[config.mk]
export PLATFORM = sky130hd
export DESIGN_NAME = vmm_front
export DESIGN_NICKNAME = d
export VERILOG_FILES = /design/src/hdl/vmm_pkg.sv /design/src/hdl/vmm_fifo.sv /design/src/hdl/vmm_front.sv
export SDC_FILE = /design/constraint.sdc
export NUM_CORES = 1
export LEC_CHECK = 0
export BUFFER_PORTS_ARGS = -buffer_cell sky130_fd_sc_hd__buf_2
export CORE_MARGIN = 2
export CORE_UTILIZATION = 49
export DETAILED_ROUTE_END_ITERATION = 8
export PLACE_DENSITY = 0.7
export SKIP_CTS_REPAIR_TIMING = 1
export SLEW_MARGIN = 10
export SYNTH_ARGS = -nofsm -noshare
export SYNTH_HDL_FRONTEND = slang
export SYNTH_SLANG_ARGS = --single-unit
[constraint.sdc]
create_clock -name i_clk -period 5.6 [get_ports i_clk]
set_clock_uncertainty 0.15 [all_clocks]
set_input_delay 0.28 -clock i_clk [delete_from_list [all_inputs] [get_ports i_clk]]
set_output_delay 0.28 -clock i_clk [all_outputs]
set_load 0.05 [all_outputs]
[src/hdl/vmm_pkg.sv]
// Shared types and constants for the 4x4 vector-matrix multiply unit.
// Depends on nothing; vmm_front, vmm_back and the top level import it.
`default_nettype none

package vmm_pkg;

    localparam int DIM       = 4;
    localparam int ELEM_W    = 32;
    localparam int ROW_W     = 2;
    localparam int FRAC_BITS = 16;
    localparam int PROD_W    = 2 * ELEM_W;            // full signed product
    localparam int SHP_W     = PROD_W - FRAC_BITS;    // product after >>> 16
    localparam int PAIR_W    = SHP_W + 1;             // sum of two terms
    localparam int SUM_W     = SHP_W + 2;             // sum of four terms

    // Codes of the action field.
    localparam logic ACT_LOAD = 1'b0;
    localparam logic ACT_MUL  = 1'b1;

    typedef logic signed [ELEM_W-1:0] t_elem;
    typedef logic [ROW_W-1:0]         t_row;

    typedef enum logic {
        OP_LOAD = 1'b0,
        OP_MUL  = 1'b1
    } t_op;

    // Input word as seen on the push side.
    typedef struct packed {
        logic               action;
        t_row               row_index;
        logic signed [31:0] elem0;
        logic signed [31:0] elem1;
        logic signed [31:0] elem2;
        logic signed [31:0] elem3;
    } t_in_word;

    // Result word as seen on the pop side.
    typedef struct packed {
        t_row               out_row;
        logic signed [31:0] out0;
        logic signed [31:0] out1;
        logic signed [31:0] out2;
        logic signed [31:0] out3;
    } t_out_word;

    // Decoded command passed from the front end to the back end.
    typedef struct packed {
        t_op                 op;
        t_row                row;
        logic [DIM-1:0][ELEM_W-1:0] elems;
    } t_cmd;

endpackage

`default_nettype wire

[src/hdl/vmm_fifo.sv]
// Small synchronous FIFO built from registers, generic in word type and depth.
// Depends on nothing; used by the front end and the back end.
`default_nettype none

module vmm_fifo #(
    parameter int  DEPTH  = 4,
    parameter type t_word = logic
) (
    input  wire   i_clk,
    input  wire   i_rst_n,
    input  wire   i_push,
    input  t_word i_wdata,
    output logic  o_full,
    input  wire   i_pop,
    output t_word o_rdata,
    output logic  o_empty
);

    localparam int PTR_W = (DEPTH > 1) ? $clog2(DEPTH) : 1;
    localparam int CNT_W = $clog2(DEPTH + 1);

    t_word            r_mem [DEPTH];
    logic [PTR_W-1:0] r_wptr;
    logic [PTR_W-1:0] r_rptr;
    logic [CNT_W-1:0] r_cnt;
    logic             do_push;
    logic             do_pop;

    assign o_full  = (r_cnt == CNT_W'(DEPTH));
    assign o_empty = (r_cnt == '0);
    assign do_push = i_push && !o_full;
    assign do_pop  = i_pop && !o_empty;
    assign o_rdata = r_mem[r_rptr];

    always_ff @(posedge i_clk) begin
        if (do_push) begin
            r_mem[r_wptr] <= i_wdata;
        end
    end

    always_ff @(posedge i_clk) begin
        if (!i_rst_n) begin
            r_wptr <= '0;
            r_rptr <= '0;
            r_cnt  <= '0;
        end else begin
            if (do_push) begin
                r_wptr <= (r_wptr == PTR_W'(DEPTH - 1)) ? '0 : r_wptr + 1'b1;
            end
            if (do_pop) begin
                r_rptr <= (r_rptr == PTR_W'(DEPTH - 1)) ? '0 : r_rptr + 1'b1;
            end
            case ({do_push, do_pop})
                2'b10:   r_cnt <= r_cnt + 1'b1;
                2'b01:   r_cnt <= r_cnt - 1'b1;
                default: r_cnt <= r_cnt;
            endcase
        end
    end

endmodule

`default_nettype wire

[src/hdl/vmm_front.sv]
// Front end: decode incoming words into load/multiply commands and queue them.
// Depends on vmm_pkg and vmm_fifo.
`default_nettype none

module vmm_front
    import vmm_pkg::*;
#(
    parameter int CMD_DEPTH = 4
) (
    input  wire      i_clk,
    input  wire      i_rst_n,
    input  wire      i_push,
    input  t_in_word i_item,
    output logic     o_full,
    output logic     o_cmd_valid,
    output t_cmd     o_cmd,
    input  wire      i_cmd_take
);

    t_cmd n_cmd;
    logic cmd_empty;

    // Classify the word and gather the row elements.
    always_comb begin
        n_cmd.row   = i_item.row_index;
        n_cmd.elems = {i_item.elem3, i_item.elem2, i_item.elem1, i_item.elem0};
        unique case (i_item.action)
            ACT_LOAD: n_cmd.op = OP_LOAD;
            ACT_MUL:  n_cmd.op = OP_MUL;
            default:  n_cmd.op = OP_LOAD;
        endcase
    end

    vmm_fifo #(
        .DEPTH  (CMD_DEPTH),
        .t_word (t_cmd)
    ) u_cmd_q (
        .i_clk   (i_clk),
        .i_rst_n (i_rst_n),
        .i_push  (i_push),
        .i_wdata (n_cmd),
        .o_full  (o_full),
        .i_pop   (i_cmd_take),
        .o_rdata (o_cmd),
        .o_empty (cmd_empty)
    );

    assign o_cmd_valid = !cmd_empty;

endmodule

`default_nettype wire

==> results_dict.tcl <==
set metrics [dict create \
    status "finished, violations left" \
    violations "negative hold slack" \
    route.vias.total 9210 \
    design.core.area_um2 38800 \
    post-route-drc-count 0 \
    yosysTopAreaCell "edfxtp_1" \
    post_drt_wl_per_cell_um 21.6 \
    synth.distinct_cells 24 \
    drt.antenna.violating_nets 0 \
    crit_slowest_cell "buf_4" \
    drv_cap 0 \
    synth_common_cells "edfxtp_1 (524), mux4_2 (131), buf_2 (14)" \
    area_growth_pct 24.8 \
    cts_made_buffers 52 \
    worstSetupPathType "flip-flop to output port" \
    fin_nets 1311 \
    cp-end-kind "output port" \
    synth_edf_count 524 \
    die-area_um2 41200 \
    synth.area.top_cells "edfxtp_1 (81%), mux4_2 (15%), dfxtp_1 (0.93%)" \
    hold_viol_final 2 \
    grt_pass1_wl_mm 54.2 \
    synth_seq_cells 533 \
    grt_pass1_vias 9249 \
    worstMarginPinSlew_ps 1040 \
    cp_num_buf_inv 2 \
    path_delay_family "buffers and inverters" \
    setup_viol 0 \
    max-vdd-ir-drop_uv 426 \
    worstPathCellList "buf_4 -> mux4_2 -> buf_2" \
    h-tree-depth 2 \
    start_util_pct 50.0 \
    avgSynthCellArea_um2 26.2 \
    slew_violations 0 \
    fmax_mhz 313 \
    cts.sinks 533 \
    clkSlewWorstSetupHoldPaths_ps 60 \
    rsz0062_at_grt "false" \
    post-route-period-util_pct 57.0 \
    routed_via_density 5.32 \
    routed_wl_mm 37.4 \
    path_max_fanout 43 \
    start_kind "flip-flop" \
    grtUsageTotal_pct 17.7 \
    port_buffers 267 \
    power_density_nw_per_um2 486 \
    cts_tree "built" \
    syn-cell-area_um2 19400 \
    final_area_um2 24200 \
    gp_congestion 0.707 \
    yosysMostFrequentCell "edfxtp_1" \
    min_period_ps 3190 \
    die_x_um 203 \
    synthArstFlopShare_pct 0 \
    clk_latency_ps 570 \
    cts_root_buffer "clkbuf_16" \
    drive_above_1_share_pct 39.6 \
    antenna_found_initial 2 \
    hold_ws_ps -11.7 \
    final_cells 1731 \
    relSlewSlack_pct 30.9 \
    leakage_nw 8.14 \
    fill_cells 2629 \
    hold_class "input port to flip-flop" \
    pin_count 268 \
    dpl.hpwl_mm 20.7 \
    dieHeight_um 203 \
    placedCellCount 1501 \
    grt_max_degree 76 \
    synth_warnings 0 \
    rows 72 \
    synth_top_area_share_pct 81.1 \
    netlist_instances 741 \
    synth_seq_area_share_pct 82.0 \
    cp.required_ps 5170 \
    slowest_delay_ps 760 \
    cts_buffer_depth 3 \
    fin_tns_setup_ps 0 \
    gr-total-overflow 0 \
    synth_ff_type "edfxtp_1" \
    place_area_um2 21300 \
    crit_arrival_ps 2760 \
    syn-num-nets 883 \
    finalPower_mw 11.8 \
    drt-initial-drc-count 576 \
    drt_first_pass_iters 5 \
]
-- metrics by stage --
| stage | worst slack, ps | util, % |
|---|---|---|
| global route | 2160 | 62.3 |
| detailed placement | 2610 | 54.8 |
| CTS | 2280 | 58.9 |
| floorplan | 881 | - |
| finish | 2410 | 62.3 |
| global placement | 2690 | 54.8 |
-- flip-flops by register name, summed over array words and instances (netlist names), named ones only --
signal / cells
u_cmd_q.r_mem: 524
u_cmd_q.r_cnt: 3
u_cmd_q.r_rptr: 2
u_cmd_q.r_wptr: 2
-- worst reg2reg max path, cell delays in order, from the launching register on --
cell and delay (ps):
dfxtp_1 410, nor3b_1 90, nor2b_1 480, and2_4 900, buf_12 450
-- power breakdown --
part	total, mW	switching [mW]	internal, mW
Sequential	4.97	0.145	4.83
Clock	3.22	1.37	1.85
Combinational	3.58	2.48	1.10
Total	11.8	4.00	7.78
-- cell usage in the layout, fill, tap and decap left out, types with 2 or more instances in the layout --
master         netlist  routed
o21ai_0              4       4
and2_1               6       2
or3_1                2       2
dlygate4sd3_1        0     132
buf_2               14     267
buf_12               0       6
clkbuf_8             0       2
nand3_1              2       2
clkinv_1             0      14
bufinv_16            0       2
and2_4               0       4
nand2_1              7       7
clkinv_2             0       9
mux2i_1              2       2
diode_2              0       2
clkbuf_1             5      14
clkbuf_16            0      53
clkinvlp_4           0       2
mux4_2             131     131
inv_1                7       7
nor2_1               2       2
dfxtp_1              9       7
dfxtp_4              0       2
edfxtp_1           524     524
ha_1                 6       6
-- kinds of logic (layout without fill, tap and decap cells) --
group | count (synthesis) | after routing | share of synthesized area (%)
flip-flops | 533 | 533 | 82.0
multiplexers | 133 | 133 | 15.3
buffers and inverters | 39 | 509 | 1.33
AND/OR/NAND/NOR | 21 | 21 | 0.555
adder cells (fa/ha/maj) | 7 | 7 | 0.490
AO/OA/AOI/OAI | 6 | 6 | 0.181
XOR/XNOR | 2 | 2 | 0.0903
other | 0 | 2 | 0
-- layout make-up --
cell class / instances / area, um2 / share of cell area [%]
Tap cell: 518 / 648 / 2.68
Inverter: 7 / 26.3 / 0.109
Antenna cell: 2 / 5.00 / 0.0207
Clock inverter: 27 / 173 / 0.713
Clock buffer: 69 / 1410 / 5.81
Timing Repair Buffer: 406 / 2790 / 11.5
Sequential cell: 533 / 15900 / 65.8
Multi-Input combinational cell: 169 / 3240 / 13.4
-- per-layer routing --
metal / global-route usage [%] / vias up / routed length (um)
li1: - / 4049 / -
met1: 23.5 / 4799 / 15200
met2: 28.4 / 297 / 18600
met3: 6.15 / 65 / 2850
met4: 4.48 / 0 / 722
met5: 0 / - / 0
-- path summary, 6_finish.rpt --
kind | startpoint | end | slack [ps] | depth (start not counted)
setup / recovery | flip-flop | o_cmd[101] | 2410 | 3
hold / removal | i_cmd_take | flip-flop | -10 | 3
setup reg to reg | u_cmd_q.r_cnt[0] | u_cmd_q.r_mem[1][8] | 2650 | 4
hold reg to reg | u_cmd_q.r_wptr[1] | u_cmd_q.r_wptr[1] | 370 | 2
No activity file was read; power rests on OpenSTA's default activity.
